File: src/rtl/kclp_pkg.sv
`default_nettype none
// ----------------------------------------------------------------------------
// kclp_pkg
// Shared types and constants of the key click and long press detector.
// ----------------------------------------------------------------------------
package kclp_pkg;

    // Field widths
    localparam int KEY_W      = 3;
    localparam int CODE_W     = 3;
    localparam int CNT_W      = 8;
    localparam int TMR_W      = 16;
    localparam int SCAN_W     = 8;
    localparam int MASK_W     = 8;
    localparam int CFG_IDX_W  = 4;
    localparam int CFG_DATA_W = 16;

    // Default key count
    localparam int NUM_KEYS_DEF = 8;

    // Register reset values
    localparam logic [SCAN_W-1:0] SCAN_RST   = 8'd10;
    localparam logic [TMR_W-1:0]  LONG_RST   = 16'd1000;
    localparam logic [TMR_W-1:0]  WINDOW_RST = 16'd300;
    localparam logic [MASK_W-1:0] MASK_RST   = 8'd0;

    // Configuration register indexes
    typedef enum logic [CFG_IDX_W-1:0] {
        CFG_SCAN_INTERVAL = 4'd0,
        CFG_LONG_PRESS    = 4'd1,
        CFG_CLICK_WINDOW  = 4'd2,
        CFG_ACTIVE_MASK   = 4'd3
    } cfg_index_t;

    // Debouncer states
    typedef enum logic [1:0] {
        DB_RELEASED = 2'd0,
        DB_DOWN     = 2'd1,
        DB_PRESSED  = 2'd2,
        DB_UP       = 2'd3
    } db_state_t;

    // Gesture states
    typedef enum logic [2:0] {
        GS_IDLE    = 3'd0,
        GS_PRESSED = 3'd1,
        GS_WAIT    = 3'd2,
        GS_CONFIRM = 3'd3,
        GS_LONG    = 3'd4
    } gs_state_t;

    // Event codes
    typedef enum logic [CODE_W-1:0] {
        EV_CLICK    = 3'd0,
        EV_DOUBLE   = 3'd1,
        EV_MULTI    = 3'd2,
        EV_LONG     = 3'd3,
        EV_LONG_REL = 3'd4
    } evt_code_t;

    // Live configuration
    typedef struct packed {
        logic [SCAN_W-1:0] scan_interval;
        logic [TMR_W-1:0]  long_press;
        logic [TMR_W-1:0]  click_window;
        logic [MASK_W-1:0] active_mask;
    } cfg_t;

    // One result item
    typedef struct packed {
        logic [KEY_W-1:0] key;
        evt_code_t        code;
        logic [CNT_W-1:0] count;
        logic             last;
    } evt_t;

    // Events produced by one sample, in order
    typedef struct packed {
        logic [1:0] num;
        evt_t       ev0;
        evt_t       ev1;
    } evt_push_t;

endpackage : kclp_pkg
`default_nettype wire

File: src/rtl/kclp_cfg_regs.sv
`default_nettype none
// ----------------------------------------------------------------------------
// kclp_cfg_regs
// Configuration register file; takes one write per cycle.
// ----------------------------------------------------------------------------
module kclp_cfg_regs
    import kclp_pkg::*;
(
    input  wire logic                  aclk,
    input  wire logic                  aresetn,
    input  wire logic                  cfg_valid,
    output logic                       cfg_ready,
    input  wire logic [CFG_IDX_W-1:0]  cfg_index,
    input  wire logic [CFG_DATA_W-1:0] cfg_data,
    output cfg_t                       cfg
);

    cfg_t cfg_reg;
    cfg_t cfg_next;

    assign cfg_ready = 1'b1;
    assign cfg       = cfg_reg;

    // Decode the write; indexes beyond the list are dropped
    always_comb begin
        cfg_next = cfg_reg;
        if (cfg_valid) begin
            unique case (cfg_index)
                CFG_SCAN_INTERVAL: cfg_next.scan_interval = cfg_data[SCAN_W-1:0];
                CFG_LONG_PRESS:    cfg_next.long_press    = cfg_data[TMR_W-1:0];
                CFG_CLICK_WINDOW:  cfg_next.click_window  = cfg_data[TMR_W-1:0];
                CFG_ACTIVE_MASK:   cfg_next.active_mask   = cfg_data[MASK_W-1:0];
                default:           cfg_next = cfg_reg;
            endcase
        end
    end

    always_ff @(posedge aclk) begin
        if (!aresetn) begin
            cfg_reg.scan_interval <= SCAN_RST;
            cfg_reg.long_press    <= LONG_RST;
            cfg_reg.click_window  <= WINDOW_RST;
            cfg_reg.active_mask   <= MASK_RST;
        end else begin
            cfg_reg <= cfg_next;
        end
    end

endmodule : kclp_cfg_regs
`default_nettype wire

File: src/rtl/kclp_key_engine.sv
`default_nettype none
// ----------------------------------------------------------------------------
// kclp_key_engine
// Input register, per-key state and the combinational debounce and gesture
// update. State is written back at the edge the sample leaves the input
// register, so a following sample of the same key sees it.
// ----------------------------------------------------------------------------
module kclp_key_engine
    import kclp_pkg::*;
#(
    parameter int NUM_KEYS = NUM_KEYS_DEF
) (
    input  wire logic             aclk,
    input  wire logic             aresetn,
    input  wire logic             s_valid,
    output logic                  s_ready,
    input  wire logic [KEY_W-1:0] s_key_id,
    input  wire logic             s_raw_level,
    input  wire cfg_t             cfg,
    input  wire logic             evt_room,
    output logic                  evt_push,
    output evt_push_t             evt_data
);

    // Only keys that the key field can name need storage
    localparam int MAX_KEYS    = 1 << KEY_W;
    localparam int STORE_DEPTH = (NUM_KEYS < MAX_KEYS) ? NUM_KEYS : MAX_KEYS;
    localparam int IDX_W       = (STORE_DEPTH > 1) ? $clog2(STORE_DEPTH) : 1;

    // Saturating timer advance
    function automatic logic [TMR_W-1:0] sat_add(input logic [TMR_W-1:0]  a,
                                                 input logic [SCAN_W-1:0] b);
        logic [TMR_W:0] s;
        s = {1'b0, a} + {{(TMR_W + 1 - SCAN_W){1'b0}}, b};
        return s[TMR_W] ? {TMR_W{1'b1}} : s[TMR_W-1:0];
    endfunction

    // Input register
    logic             in_valid_reg, in_valid_next;
    logic [KEY_W-1:0] key_reg;
    logic             level_reg;

    // Per-key state
    db_state_t        db_reg    [STORE_DEPTH];
    gs_state_t        gs_reg    [STORE_DEPTH];
    logic [TMR_W-1:0] hold_reg  [STORE_DEPTH];
    logic [TMR_W-1:0] gap_reg   [STORE_DEPTH];
    logic [CNT_W-1:0] click_reg [STORE_DEPTH];
    logic             lrep_reg  [STORE_DEPTH];

    logic             fire;
    logic             key_ok;
    logic [IDX_W-1:0] idx;
    logic             hit;

    db_state_t        db_next;
    gs_state_t        gs_next;
    logic [TMR_W-1:0] hold_next, gap_next, hold_inc, gap_inc;
    logic [CNT_W-1:0] click_next;
    logic             lrep_next;
    evt_code_t        click_code;

    assign fire    = in_valid_reg && evt_room;
    assign s_ready = !in_valid_reg || evt_room;
    assign key_ok  = int'(key_reg) < NUM_KEYS;
    assign idx     = key_ok ? key_reg[IDX_W-1:0] : '0;
    assign hit     = (level_reg == cfg.active_mask[key_reg]);

    assign hold_inc = sat_add(hold_reg[idx], cfg.scan_interval);
    assign gap_inc  = sat_add(gap_reg[idx], cfg.scan_interval);

    // Hold the sample until the event queue has room for two events
    assign in_valid_next = (s_valid && s_ready) ? 1'b1 : (fire ? 1'b0 : in_valid_reg);

    always_ff @(posedge aclk) begin
        if (!aresetn) begin
            in_valid_reg <= 1'b0;
        end else begin
            in_valid_reg <= in_valid_next;
        end
    end

    always_ff @(posedge aclk) begin
        if (s_valid && s_ready) begin
            key_reg   <= s_key_id;
            level_reg <= s_raw_level;
        end
    end

    // Debouncer: two matching samples to change side
    always_comb begin
        unique case (db_reg[idx])
            DB_RELEASED: db_next = hit ? DB_DOWN    : DB_RELEASED;
            DB_DOWN:     db_next = hit ? DB_PRESSED : DB_RELEASED;
            DB_PRESSED:  db_next = hit ? DB_PRESSED : DB_UP;
            DB_UP:       db_next = hit ? DB_PRESSED : DB_RELEASED;
            default:     db_next = DB_RELEASED;
        endcase
    end

    // Event code from the click total
    always_comb begin
        if (click_reg[idx] == CNT_W'(1)) begin
            click_code = EV_CLICK;
        end else if (click_reg[idx] == CNT_W'(2)) begin
            click_code = EV_DOUBLE;
        end else begin
            click_code = EV_MULTI;
        end
    end

    // Gesture machine and event build
    always_comb begin
        gs_next    = gs_reg[idx];
        hold_next  = hold_reg[idx];
        gap_next   = gap_reg[idx];
        click_next = click_reg[idx];
        lrep_next  = lrep_reg[idx];
        evt_data   = '0;
        evt_data.ev0.key = key_reg;
        evt_data.ev1.key = key_reg;

        unique case (gs_reg[idx])
            GS_PRESSED: begin
                if (db_next == DB_PRESSED) begin
                    hold_next = hold_inc;
                    if (hold_inc >= cfg.long_press) begin
                        gs_next = GS_LONG;
                    end
                end else begin
                    gs_next    = GS_WAIT;
                    gap_next   = '0;
                    click_next = CNT_W'(1);
                end
            end
            GS_WAIT: begin
                gap_next = gap_inc;
                if (db_next == DB_PRESSED) begin
                    gs_next = GS_CONFIRM;
                end else if (gap_inc >= cfg.click_window) begin
                    evt_data.num       = 2'd1;
                    evt_data.ev0.code  = click_code;
                    evt_data.ev0.count = click_reg[idx];
                    evt_data.ev0.last  = 1'b1;
                    gs_next            = GS_IDLE;
                end
            end
            GS_CONFIRM: begin
                if (db_next == DB_RELEASED) begin
                    if (click_reg[idx] != {CNT_W{1'b1}}) begin
                        click_next = click_reg[idx] + CNT_W'(1);
                    end
                    gs_next  = GS_WAIT;
                    gap_next = '0;
                end
            end
            GS_LONG: begin
                // Long press first, then its release when both fall together
                if (!lrep_reg[idx] && db_next == DB_RELEASED) begin
                    evt_data.num      = 2'd2;
                    evt_data.ev0.code = EV_LONG;
                    evt_data.ev1.code = EV_LONG_REL;
                    evt_data.ev1.last = 1'b1;
                end else if (!lrep_reg[idx]) begin
                    evt_data.num      = 2'd1;
                    evt_data.ev0.code = EV_LONG;
                    evt_data.ev0.last = 1'b1;
                end else if (db_next == DB_RELEASED) begin
                    evt_data.num      = 2'd1;
                    evt_data.ev0.code = EV_LONG_REL;
                    evt_data.ev0.last = 1'b1;
                end
                lrep_next = 1'b1;
                if (db_next == DB_RELEASED) begin
                    gs_next   = GS_IDLE;
                    lrep_next = 1'b0;
                end
            end
            default: begin
                gs_next = GS_IDLE;
                if (db_next == DB_PRESSED) begin
                    gs_next    = GS_PRESSED;
                    hold_next  = '0;
                    lrep_next  = 1'b0;
                    click_next = '0;
                end
            end
        endcase

        // Drop samples of keys beyond the key count
        if (!key_ok) begin
            evt_data.num = 2'd0;
        end
    end

    assign evt_push = fire && (evt_data.num != 2'd0);

    // Write back the key's state
    always_ff @(posedge aclk) begin
        if (!aresetn) begin
            for (int k = 0; k < STORE_DEPTH; k++) begin
                db_reg[k]    <= DB_RELEASED;
                gs_reg[k]    <= GS_IDLE;
                hold_reg[k]  <= '0;
                gap_reg[k]   <= '0;
                click_reg[k] <= '0;
                lrep_reg[k]  <= 1'b0;
            end
        end else if (fire && key_ok) begin
            db_reg[idx]    <= db_next;
            gs_reg[idx]    <= gs_next;
            hold_reg[idx]  <= hold_next;
            gap_reg[idx]   <= gap_next;
            click_reg[idx] <= click_next;
            lrep_reg[idx]  <= lrep_next;
        end
    end

endmodule : kclp_key_engine
`default_nettype wire

File: src/rtl/kclp_evt_fifo.sv
`default_nettype none
// ----------------------------------------------------------------------------
// kclp_evt_fifo
// Four-entry event queue: up to two events written per cycle, one read.
// Room is reported from registered occupancy only.
// ----------------------------------------------------------------------------
module kclp_evt_fifo
    import kclp_pkg::*;
(
    input  wire logic      aclk,
    input  wire logic      aresetn,
    input  wire logic      push,
    input  wire evt_push_t push_data,
    output logic           room,
    output logic           m_valid,
    input  wire logic      m_ready,
    output evt_t           m_data
);

    localparam int DEPTH = 4;
    localparam int PTR_W = $clog2(DEPTH);

    evt_t             mem [DEPTH];
    logic [PTR_W-1:0] wr_ptr_reg, wr_ptr_next;
    logic [PTR_W-1:0] rd_ptr_reg, rd_ptr_next;
    logic [PTR_W:0]   count_reg, count_next;
    logic             pop;
    logic [PTR_W:0]   push_num;

    assign room    = count_reg <= (PTR_W + 1)'(DEPTH - 2);
    assign m_valid = count_reg != '0;
    assign m_data  = mem[rd_ptr_reg];
    assign pop     = m_valid && m_ready;

    assign push_num    = push ? (PTR_W + 1)'(push_data.num) : '0;
    assign wr_ptr_next = wr_ptr_reg + push_num[PTR_W-1:0];
    assign rd_ptr_next = rd_ptr_reg + PTR_W'(pop);
    assign count_next  = count_reg + push_num - (PTR_W + 1)'(pop);

    // Advance pointers and occupancy
    always_ff @(posedge aclk) begin
        if (!aresetn) begin
            wr_ptr_reg <= '0;
            rd_ptr_reg <= '0;
            count_reg  <= '0;
        end else begin
            wr_ptr_reg <= wr_ptr_next;
            rd_ptr_reg <= rd_ptr_next;
            count_reg  <= count_next;
        end
    end

    // Store events in order
    always_ff @(posedge aclk) begin
        if (push) begin
            mem[wr_ptr_reg] <= push_data.ev0;
            if (push_data.num == 2'd2) begin
                mem[wr_ptr_reg + PTR_W'(1)] <= push_data.ev1;
            end
        end
    end

endmodule : kclp_evt_fifo
`default_nettype wire

File: src/rtl/key_click_long_press_detector.sv
`default_nettype none
// ----------------------------------------------------------------------------
// key_click_long_press_detector
// Per-key debounce with click, double, multi click and long press events.
// ----------------------------------------------------------------------------
// Usage:
//   Input channel (s_): one scan sample per transfer, key index and raw level.
//   Result channel (m_): gesture events, key, code, click count and a flag
//   on the last event caused by a sample. A sample causes zero, one or two.
//   Configuration channel (cfg_): register index and data, always ready.
//   Write it only while no sample is in flight.
// Path: a sample waits in the input register, then its events are written
//   into the result queue, which offers them. Throughput: one sample per
//   cycle while the result side keeps up; the read-modify-write of the key's
//   state as the sample leaves the input register sets this, and samples of
//   the same key may follow each other directly. A sample causing two events takes two result transfers.
// Stall: results queue in a four-entry buffer; a sample waits in the input
//   register until two entries are free, and s_ready drops behind it.
// Reset: all keys released and idle, timers and counts zero, registers at
//   their defaults, queue empty.
// ----------------------------------------------------------------------------
module key_click_long_press_detector
    import kclp_pkg::*;
#(
    parameter int NUM_KEYS = NUM_KEYS_DEF
) (
    input  wire logic                  aclk,
    input  wire logic                  aresetn,
    input  wire logic                  s_valid,
    output logic                       s_ready,
    input  wire logic [KEY_W-1:0]      s_key_id,
    input  wire logic                  s_raw_level,
    output logic                       m_valid,
    input  wire logic                  m_ready,
    output logic [KEY_W-1:0]           m_event_key,
    output logic [CODE_W-1:0]          m_event_code,
    output logic [CNT_W-1:0]           m_click_count,
    output logic                       m_last_event,
    input  wire logic                  cfg_valid,
    output logic                       cfg_ready,
    input  wire logic [CFG_IDX_W-1:0]  cfg_index,
    input  wire logic [CFG_DATA_W-1:0] cfg_data
);

    cfg_t      cfg;
    logic      evt_room;
    logic      evt_push;
    evt_push_t evt_data;
    evt_t      m_evt;

    kclp_cfg_regs u_cfg_regs (
        .aclk      (aclk),
        .aresetn   (aresetn),
        .cfg_valid (cfg_valid),
        .cfg_ready (cfg_ready),
        .cfg_index (cfg_index),
        .cfg_data  (cfg_data),
        .cfg       (cfg)
    );

    kclp_key_engine #(
        .NUM_KEYS (NUM_KEYS)
    ) u_key_engine (
        .aclk        (aclk),
        .aresetn     (aresetn),
        .s_valid     (s_valid),
        .s_ready     (s_ready),
        .s_key_id    (s_key_id),
        .s_raw_level (s_raw_level),
        .cfg         (cfg),
        .evt_room    (evt_room),
        .evt_push    (evt_push),
        .evt_data    (evt_data)
    );

    kclp_evt_fifo u_evt_fifo (
        .aclk      (aclk),
        .aresetn   (aresetn),
        .push      (evt_push),
        .push_data (evt_data),
        .room      (evt_room),
        .m_valid   (m_valid),
        .m_ready   (m_ready),
        .m_data    (m_evt)
    );

    assign m_event_key   = m_evt.key;
    assign m_event_code  = m_evt.code;
    assign m_click_count = m_evt.count;
    assign m_last_event  = m_evt.last;

    // A long press that is not last is always followed by its release
    a_long_pair: assert property (@(posedge aclk) disable iff (!aresetn)
        (m_valid && m_ready && m_event_code == EV_LONG && !m_last_event)
        |=> (m_valid && m_event_code == EV_LONG_REL && m_last_event))
        else $error("long press not followed by its release");

    // Long press events carry no click count
    a_long_count: assert property (@(posedge aclk) disable iff (!aresetn)
        (m_valid && (m_event_code == EV_LONG || m_event_code == EV_LONG_REL))
        |-> (m_click_count == '0))
        else $error("long press event with a click count");

    // Single and double click events are always the last of their sample and agree with the count
    a_click_count: assert property (@(posedge aclk) disable iff (!aresetn)
        (m_valid && (m_event_code == EV_CLICK || m_event_code == EV_DOUBLE))
        |-> (m_last_event && m_click_count == ((m_event_code == EV_CLICK) ?
             CNT_W'(1) : CNT_W'(2))))
        else $error("click event code and count disagree");

    // No result right after reset release
    a_reset_empty: assert property (@(posedge aclk)
        (!$past(aresetn)) |-> !m_valid)
        else $error("result offered straight after reset");

endmodule : key_click_long_press_detector
`default_nettype wire
File: config.mk
export PLATFORM = sky130hd
export DESIGN_NAME = key_click_long_press_detector
export DESIGN_NICKNAME = d
export VERILOG_FILES = /design/src/rtl/kclp_pkg.sv /design/src/rtl/kclp_cfg_regs.sv /design/src/rtl/kclp_key_engine.sv /design/src/rtl/kclp_evt_fifo.sv /design/src/rtl/key_click_long_press_detector.sv
export SDC_FILE = /design/constraint.sdc
export NUM_CORES = 1
export LEC_CHECK = 0
export BUFFER_PORTS_ARGS = -buffer_cell sky130_fd_sc_hd__buf_2
export CAP_MARGIN = 20
export CORE_ASPECT_RATIO = 1.5
export CORE_MARGIN = 2
export CORE_UTILIZATION = 60
export CTS_CLUSTER_DIAMETER = 50
export DETAILED_ROUTE_END_ITERATION = 16
export PLACE_DENSITY = 0.74
export SLEW_MARGIN = 10
export SYNTH_ARGS = -nofsm -noshare
export SYNTH_HDL_FRONTEND = slang
export SYNTH_SLANG_ARGS = --single-unit
File: constraint.sdc
create_clock -name aclk -period 20.3 [get_ports aclk]
set_input_delay 2.03 -clock aclk [delete_from_list [all_inputs] [get_ports aclk]]
set_output_delay 2.03 -clock aclk [all_outputs]
set_load 0.01 [all_outputs]
==> results of run 1 <==
-- worst max-delay path, cell delays in order, from the launching register on --
cell       delay, ns
dfxtp_4         0.95
mux4_2          0.60
mux2_2          0.31
ha_1            0.23
fa_1            0.41
a21o_1          0.22
nand4_1         0.13
a21oi_1         0.12
o211ai_1        0.76
nor2_2          0.31
or2_2           0.39
ha_1            0.29
a21oi_1         0.18
nor3_1          0.06
a2111oi_0       0.55
o21ai_0         0.42
nand3_2         0.58
a21boi_0        0.48
nor2_1          0.12
ha_1            0.20
inv_1           0.07
fa_1            0.18
xor2_1          0.21
xnor2_1         0.08
and2_1          0.14
-- worst paths after layout --
path / start / depth (start not counted) / to
setup / recovery: flip-flop / 24 / u_evt_fifo.count_reg[2]
hold / removal: u_key_engine.lrep_reg[2] / 2 / u_key_engine.lrep_reg[2]
setup reg to reg: flip-flop / 24 / u_evt_fifo.count_reg[2]
hold reg to reg: u_key_engine.lrep_reg[2] / 2 / u_key_engine.lrep_reg[2]
-- cells in the mapped netlist, types with 7 or more instances --
master,number
a21oi_1,168
a31o_2,20
inv_1,57
nand2b_1,8
nand3_1,32
nand3b_1,7
or3_1,7
a21boi_0,38
o211ai_1,19
a31oi_1,8
buf_4,13
nor3_1,79
a31o_1,16
a22oi_2,13
o21ai_0,48
xor2_1,10
buf_2,17
nor2b_1,25
o21a_1,12
buf_1,7
mux2_2,33
or2_2,9
o21ai_1,17
mux2i_1,41
nand2_1,134
nand4_1,10
buf_6,11
a21o_1,12
o21ai_2,13
mux4_2,108
dfxtp_1,107
xnor2_1,13
nor2_1,264
and2_1,16
clkbuf_1,72
ha_1,58
edfxtp_1,384
a211oi_1,13
-- metal layers --
metal / GRT usage [%] / vias to the layer above / share of wire, % / wire length (µm)
met2: 53.0 / 814 / 51 / 33100
met3: 4.55 / 185 / 8.3 / 5440
met1: 38.6 / 8713 / 37 / 24500
met4: 12.7 / 0 / 3.8 / 2480
met5: 0 / - / 0 / 0
li1: - / 7658 / - / -
-- metrics by stage --
step | util, % | instance area, µm² | worst slack [ns] | std cells
floorplan | - | 24900 | 13.33 | 2024
CTS | 66.0 | 27000 | 12.35 | 2564
global placement | 61.9 | 25400 | 12.55 | 2479
global route | 66.0 | 27100 | 11.64 | 2567
finish | 66.1 | 27100 | 12.18 | 2569
detailed placement | 61.9 | 25400 | 12.37 | 2479
-- kinds of logic (layout without fill, tap and decap cells) --
group                    after synthesis  in the layout  synth area share [%]
adder cells (fa/ha/maj)               62             62                  3.20
AND/OR/NAND/NOR                      622            622                  11.6
multiplexers                         189            189                  13.3
flip-flops                           491            491                  54.9
AO/OA/AOI/OAI                        455            455                  12.6
XOR/XNOR                              23             23                 0.809
buffers and inverters                181            213                  3.48
other                                  1              3                0.0151
-- area by class of cell --
type / instances / area [µm²] / area share (%)
diodes: 2 / 5.00 / 0.0185
clock buffers: 59 / 1280 / 4.74
clock inverters: 26 / 394 / 1.46
inverters: 58 / 218 / 0.804
multi-input cells: 1352 / 10400 / 38.5
flip-flops and latches: 491 / 13700 / 50.5
well taps: 511 / 639 / 2.36
repair buffers: 70 / 424 / 1.57
-- power by group through the flow --
stage | logic [mW] | registers, mW | clock network, mW
after floorplan | 0.443 | 1.17 | 0
after detailed placement | 0.551 | 1.20 | 0
final | 0.565 | 1.18 | 0.961
after global placement | 0.540 | 1.20 | 0
after CTS | 0.554 | 1.18 | 0.966
after global routing | 0.609 | 1.19 | 1.00
==> flow_summary.yaml, run 1 <==
run_status:
  status: "finished clean"
global_routing:
  grt_max_degree: 75
  overflow: 0
  gr-usage-all-layers_pct: 30.6
  grt_pass1_vias: 17451
  grt_first_pass_wirelength_um: 99300
  antenna_found_initial: 2
clocking:
  numCtsBuffers: 47
  cts_resized: 0
  cts.sinks: 491
  cts_tree: "done"
  clk-insertion-delay-late_ns: 0.57
  h-tree-depth: 2
  cts_setup_buffers: 0
  clockBufferDepth: 3
  cts_hold_buf: 0
  cts.clk_slew.worst_paths_ns: 0.06
  cts-root-buf: "clkbuf_16"
timing:
  fin_setup_tns_ns: 0
  tightest_slew_ns: 1.11
  skew_ns: 0.0194
  slew_viol_final: 0
  finalHoldViolCount: 0
  rsz0062_at_grt: "false"
  setup_viol: 0
  relSlewSlack_pct: 25.7
  fin_crit_ns: 8.12
  timing.final.crit_share_pct: 40.0
  max_clock_freq_mhz: 123
  hold_ws_ns: 0.467
critical_path:
  r2r_setup_slack_ns: 12.18
  path_max_fanout: 45
  cp.arrival_ns: 8.58
  crit_type: "reg2reg"
  cp.required_ns: 20.75
  critPathLaunchType: "flip-flop"
  end_kind: "flip-flop"
synthesis:
  synth.area.top_cells: "edfxtp_1, mux4_2, dfxtp_1"
  synth_warnings: 0
  synth_ff_type: "edfxtp_1"
  ys_ff_latch: 491
  ys_types: 99
  synth_edf_count: 384
  synthArstFlopShare_pct: 0
  synth-seq-area-share_pct: 54.9
  syn_nets: 2114
  synth_cells: 2024
  avgSynthCellArea_um2: 12.3
  synth_largest_area_cell: "edfxtp_1"
  netlist_area_um2: 24900
  synth_top_area_share_pct: 46.3
detailed_routing:
  wl_per_cell_um: 25.5
  route.detailed.drc: 0
  vias_per_cell: 6.76
  first_iter_violations: 1919
  vias: 17370
  antenna_left: 0
  first_pass_iters: 6
  drt-total-wl_um: 65500
finish:
  final_common_cell: "edfxtp_1"
  area_growth_syn_to_layout_pct: 8.73
  final_nets: 2110
  fillCellCount: 3015
  final_layout_size_suffix_gt1_share_pct: 19.4
  mostFrequentLayoutCells: "edfxtp_1, nor2_1, a21oi_1, nand2_1, mux4_2"
pwr:
  p_clk_share_pct: 35.5
  leakage_nw: 9.50
  power_density_nw_per_um2: 99.9
  p_comb_share_pct: 20.9
  pwr-share-seq_pct: 43.6
  swShare_pct: 28.7
  intPower_mw: 1.93
  ir_drop_mv: 0.0669
  p_switching_mw: 0.776
  total_power_mw: 2.71
die:
  dieArea_um2: 43200
  die_x_um: 170
  ioPinCount: 47
  rows: 91
  die_h_um: 254
  start_util_pct: 60.7
  core_area_um2: 41000
worst_hold_path:
  hp-class: "reg2reg"
placed_design:
  hpwl_um: 39900
  numPortBuffers: 45
  routabilityCongestion: 0.882
job:
  cap_violations: 0
Power figures use the tool's default switching activity.
==> inputs of run 2 (changes only) <==
--- a/config.mk
+++ b/config.mk
@@ -5,6 +5,7 @@
 export SDC_FILE = /design/constraint.sdc
 export NUM_CORES = 1
 export LEC_CHECK = 0
+export ABC_AREA = 1
 export BUFFER_PORTS_ARGS = -buffer_cell sky130_fd_sc_hd__buf_2
 export CAP_MARGIN = 20
 export CORE_ASPECT_RATIO = 1.5
==> constraint.sdc (replaced) <==
create_clock -name aclk -period 8.5 [get_ports aclk]
set_input_delay 0.85 -clock aclk [delete_from_list [all_inputs] [get_ports aclk]]
set_output_delay 0.85 -clock aclk [all_outputs]
set_load 0.01 [all_outputs]
==> flow_summary.yaml, run 2 <==
global_routing:
  overflow: 0
  use_met3_pct: 4.15
  met1_usage_pct: 36.9
  gr-usage-all-layers_pct: 32.8
  groute.layer.met2.usage_pct: 58.1
  antenna_found_initial: 1
  grt_first_pass_wirelength_um: 111000
  grt-busiest-layer: "met2"
  grt_pass1_vias: 20716
  grt_max_degree: 97
critical_path:
  crit_type: "reg2reg"
  cp.required_ns: 8.96
  crit-reg2reg-capture: "u_evt_fifo.count_reg[2]"
  critPathLaunchType: "flip-flop"
  cp.arrival_ns: 6.93
  slowest_delay_ns: 0.72
  critPathMostFrequentCell: "nand2_1"
  r2r_setup_slack_ns: 2.02
  slowest_stage: "dfxtp_4"
  end_kind: "flip-flop"
  path_max_fanout: 65
  reg2reg_depth: 35
synthesis:
  synthTopCellsByCount: "nand2_1, nor2_1, edfxtp_1"
  synth_top_area_share_pct: 45.2
  syn_nets: 3094
  avgSynthCellArea_um2: 8.50
  synthMuxAreaShare_pct: 0
  synthSimpleGateAreaFrac_pct: 22.7
  synth_largest_area_cell: "edfxtp_1"
  synth_edf_count: 384
  ys_ff_latch: 491
  synth_top_family_by_area: "simple AND/OR/NAND/NOR gates"
  synth_ff_type: "edfxtp_1"
  synth-seq-area-share_pct: 53.5
  synth_warnings: 0
  synth_compound_area_share_pct: 11.4
  synth_adder_area_share_pct: 3.08
  synth_xor_area_share_pct: 0.686
  netlist_area_um2: 25500
  synth.area.top_cells: "edfxtp_1, nand2_1, nor2_1"
  synthArstFlopShare_pct: 0
  ys_types: 49
  synth_cells: 3004
timing:
  fin_crit_ns: 6.48
  rsz0062_at_grt: "false"
  relSlewSlack_pct: 32.6
  finalWorstSetupSlack_ns: 2.02
  fin_setup_tns_ns: 0
  timing.final.crit_share_pct: 76.2
  skew_ns: 0.0204
  tightest_slew_ns: 1.01
  finalHoldViolCount: 0
  slew_viol_final: 0
  max_clock_freq_mhz: 154
  setup_viol: 0
placed_design:
  hpwl_um: 45300
  numPortBuffers: 45
  placed_cells: 3493
  routabilityCongestion: 0.975
  dp_slack_ns: 2.08
detailed_routing:
  route.detailed.drc: 0
  wl_per_cell_um: 20.1
  antenna_left: 0
  first_iter_violations: 2176
  vias: 20944
  vias_per_cell: 5.85
  first_pass_iters: 6
  drt-total-wl_um: 71900
clocking:
  cts.sinks: 491
  cts_hold_buf: 0
  cts-root-buf: "clkbuf_16"
  cts_tree: "done"
  cts_resized: 0
  clockBufferDepth: 3
  h-tree-depth: 2
  cts.clk_slew.worst_paths_ns: 0.07
  clk-insertion-delay-late_ns: 0.58
  cts_setup_buffers: 0
  numCtsBuffers: 47
worst_hold_path:
  whs_endpoint: "u_cfg_regs.cfg[3]"
  whs_path_depth: 2
  hp-class: "reg2reg"
  min_from: "u_cfg_regs.cfg[3]"
pwr:
  p_comb_share_pct: 28.2
  p_switching_mw: 2.37
  leakage_nw: 12.3
  swShare_pct: 34.9
  power_density_nw_per_um2: 247
  p_clk_share_pct: 30.1
  pwr-share-seq_pct: 41.7
  intPower_mw: 4.43
  ir_drop_mv: 0.193
finish:
  area_growth_syn_to_layout_pct: 7.50
  fillCellCount: 3547
  final_common_cell: "nor2_1"
  final_layout_size_suffix_gt1_share_pct: 9.12
  mostFrequentLayoutCells: "nor2_1, nand2_1, edfxtp_1, inv_1, o21ai_0"
  diodes: 0
  fin_cells: 3579
  final_nets: 3068
die:
  core_area_um2: 42000
  die_x_um: 172
  rows: 92
  ioPinCount: 47
  start_util_pct: 60.8
  die_h_um: 257
  dieArea_um2: 44300
run_status:
  status: "finished clean"
job:
  cap_violations: 0
[run 2: changes by cell type in the layout (fill, tap and decap cells not counted), moves of 32 or more]
| cell | before | now |
|---|---|---|
| nor2_1 | 264 | 584 |
| o21ai_0 | 48 | 236 |
| inv_1 | 57 | 317 |
| a21boi_0 | 38 | 2 |
| nand4_1 | 10 | 42 |
| nand3_1 | 30 | 97 |
| mux2_2 | 33 | 0 |
| nand2_1 | 120 | 576 |
| mux4_2 | 108 | 0 |
| mux2i_1 | 41 | 0 |
| nor3_1 | 79 | 6 |
[run 2: power groups by stage]
| stage | combinational [mW] | sequential, mW | clock [mW] |
|---|---|---|---|
| after floorplan | 1.39 | 2.85 | 0 |
| after global placement | 1.83 | 2.88 | 0 |
| after detailed placement | 1.89 | 2.88 | 0 |
| after CTS | 1.90 | 2.83 | 2.05 |
| after global routing | 2.13 | 2.85 | 2.14 |
| final | 1.92 | 2.84 | 2.04 |
[run 2: layer usage]
metal | vias to the layer above | routed length, µm
met5 | - | 13
met4 | 2 | 4780
met3 | 274 | 5000
met2 | 1000 | 36700
met1 | 9837 | 25400
li1 | 9831 | -
[run 2: worst max-delay path by stage]
stage                                    to  slack, ns  cells past startpoint      start
detailed placement  u_evt_fifo.count_reg[2]       2.08                     32  flip-flop
floorplan           u_evt_fifo.count_reg[2]       3.29                     38  flip-flop
global route        u_evt_fifo.count_reg[2]       1.41                     32  flip-flop
finish              u_evt_fifo.count_reg[2]       2.02                     35  flip-flop
CTS                 u_evt_fifo.count_reg[2]       2.07                     32  flip-flop
global placement    u_evt_fifo.count_reg[2]       2.15                     32  flip-flop
[run 2: final cells by class]
cell class	instances	area, µm²	area share [%]
flip-flops and latches	491	13700	49.8
multi-input cells	2009	9740	35.5
inverters	343	1290	4.71
clock buffers	53	1250	4.56
well taps	564	706	2.57
repair buffers	86	553	2.01
clock inverters	33	228	0.830
[run 2: critical path: cells and delay by family, from the launching register on]
family                     cells  cell delay [ns]
DFF                            1             0.72
xor gates and xnor gates       1             0.17
buffers and inverters          5             0.96
adders and majority gates      5             1.17
and+or+nand+nor               19             2.20
AOI/OAI and AO/OA              5             1.07
[run 2: per-stage QoR]
step	hold WS, ns	power [mW]	cell area, µm²	utilization [%]
after floorplan	0.424	4.24	25500	-
after global placement	0.434	4.71	25900	61.8
after detailed placement	0.439	4.77	26000	61.8
after CTS	0.450	6.78	27500	65.3
after global routing	0.467	7.12	27500	65.3
final	0.448	6.79	27500	65.3
[run 2: cell families (layout without fill, tap and decap cells)]
group | Yosys count | count (layout)
AOI/OAI and AO/OA | 540 | 540
and+or+nand+nor | 1387 | 1387
buffers and inverters | 504 | 515
DFF | 491 | 491
other | 1 | 1
xor gates and xnor gates | 20 | 20
adders and majority gates | 61 | 61
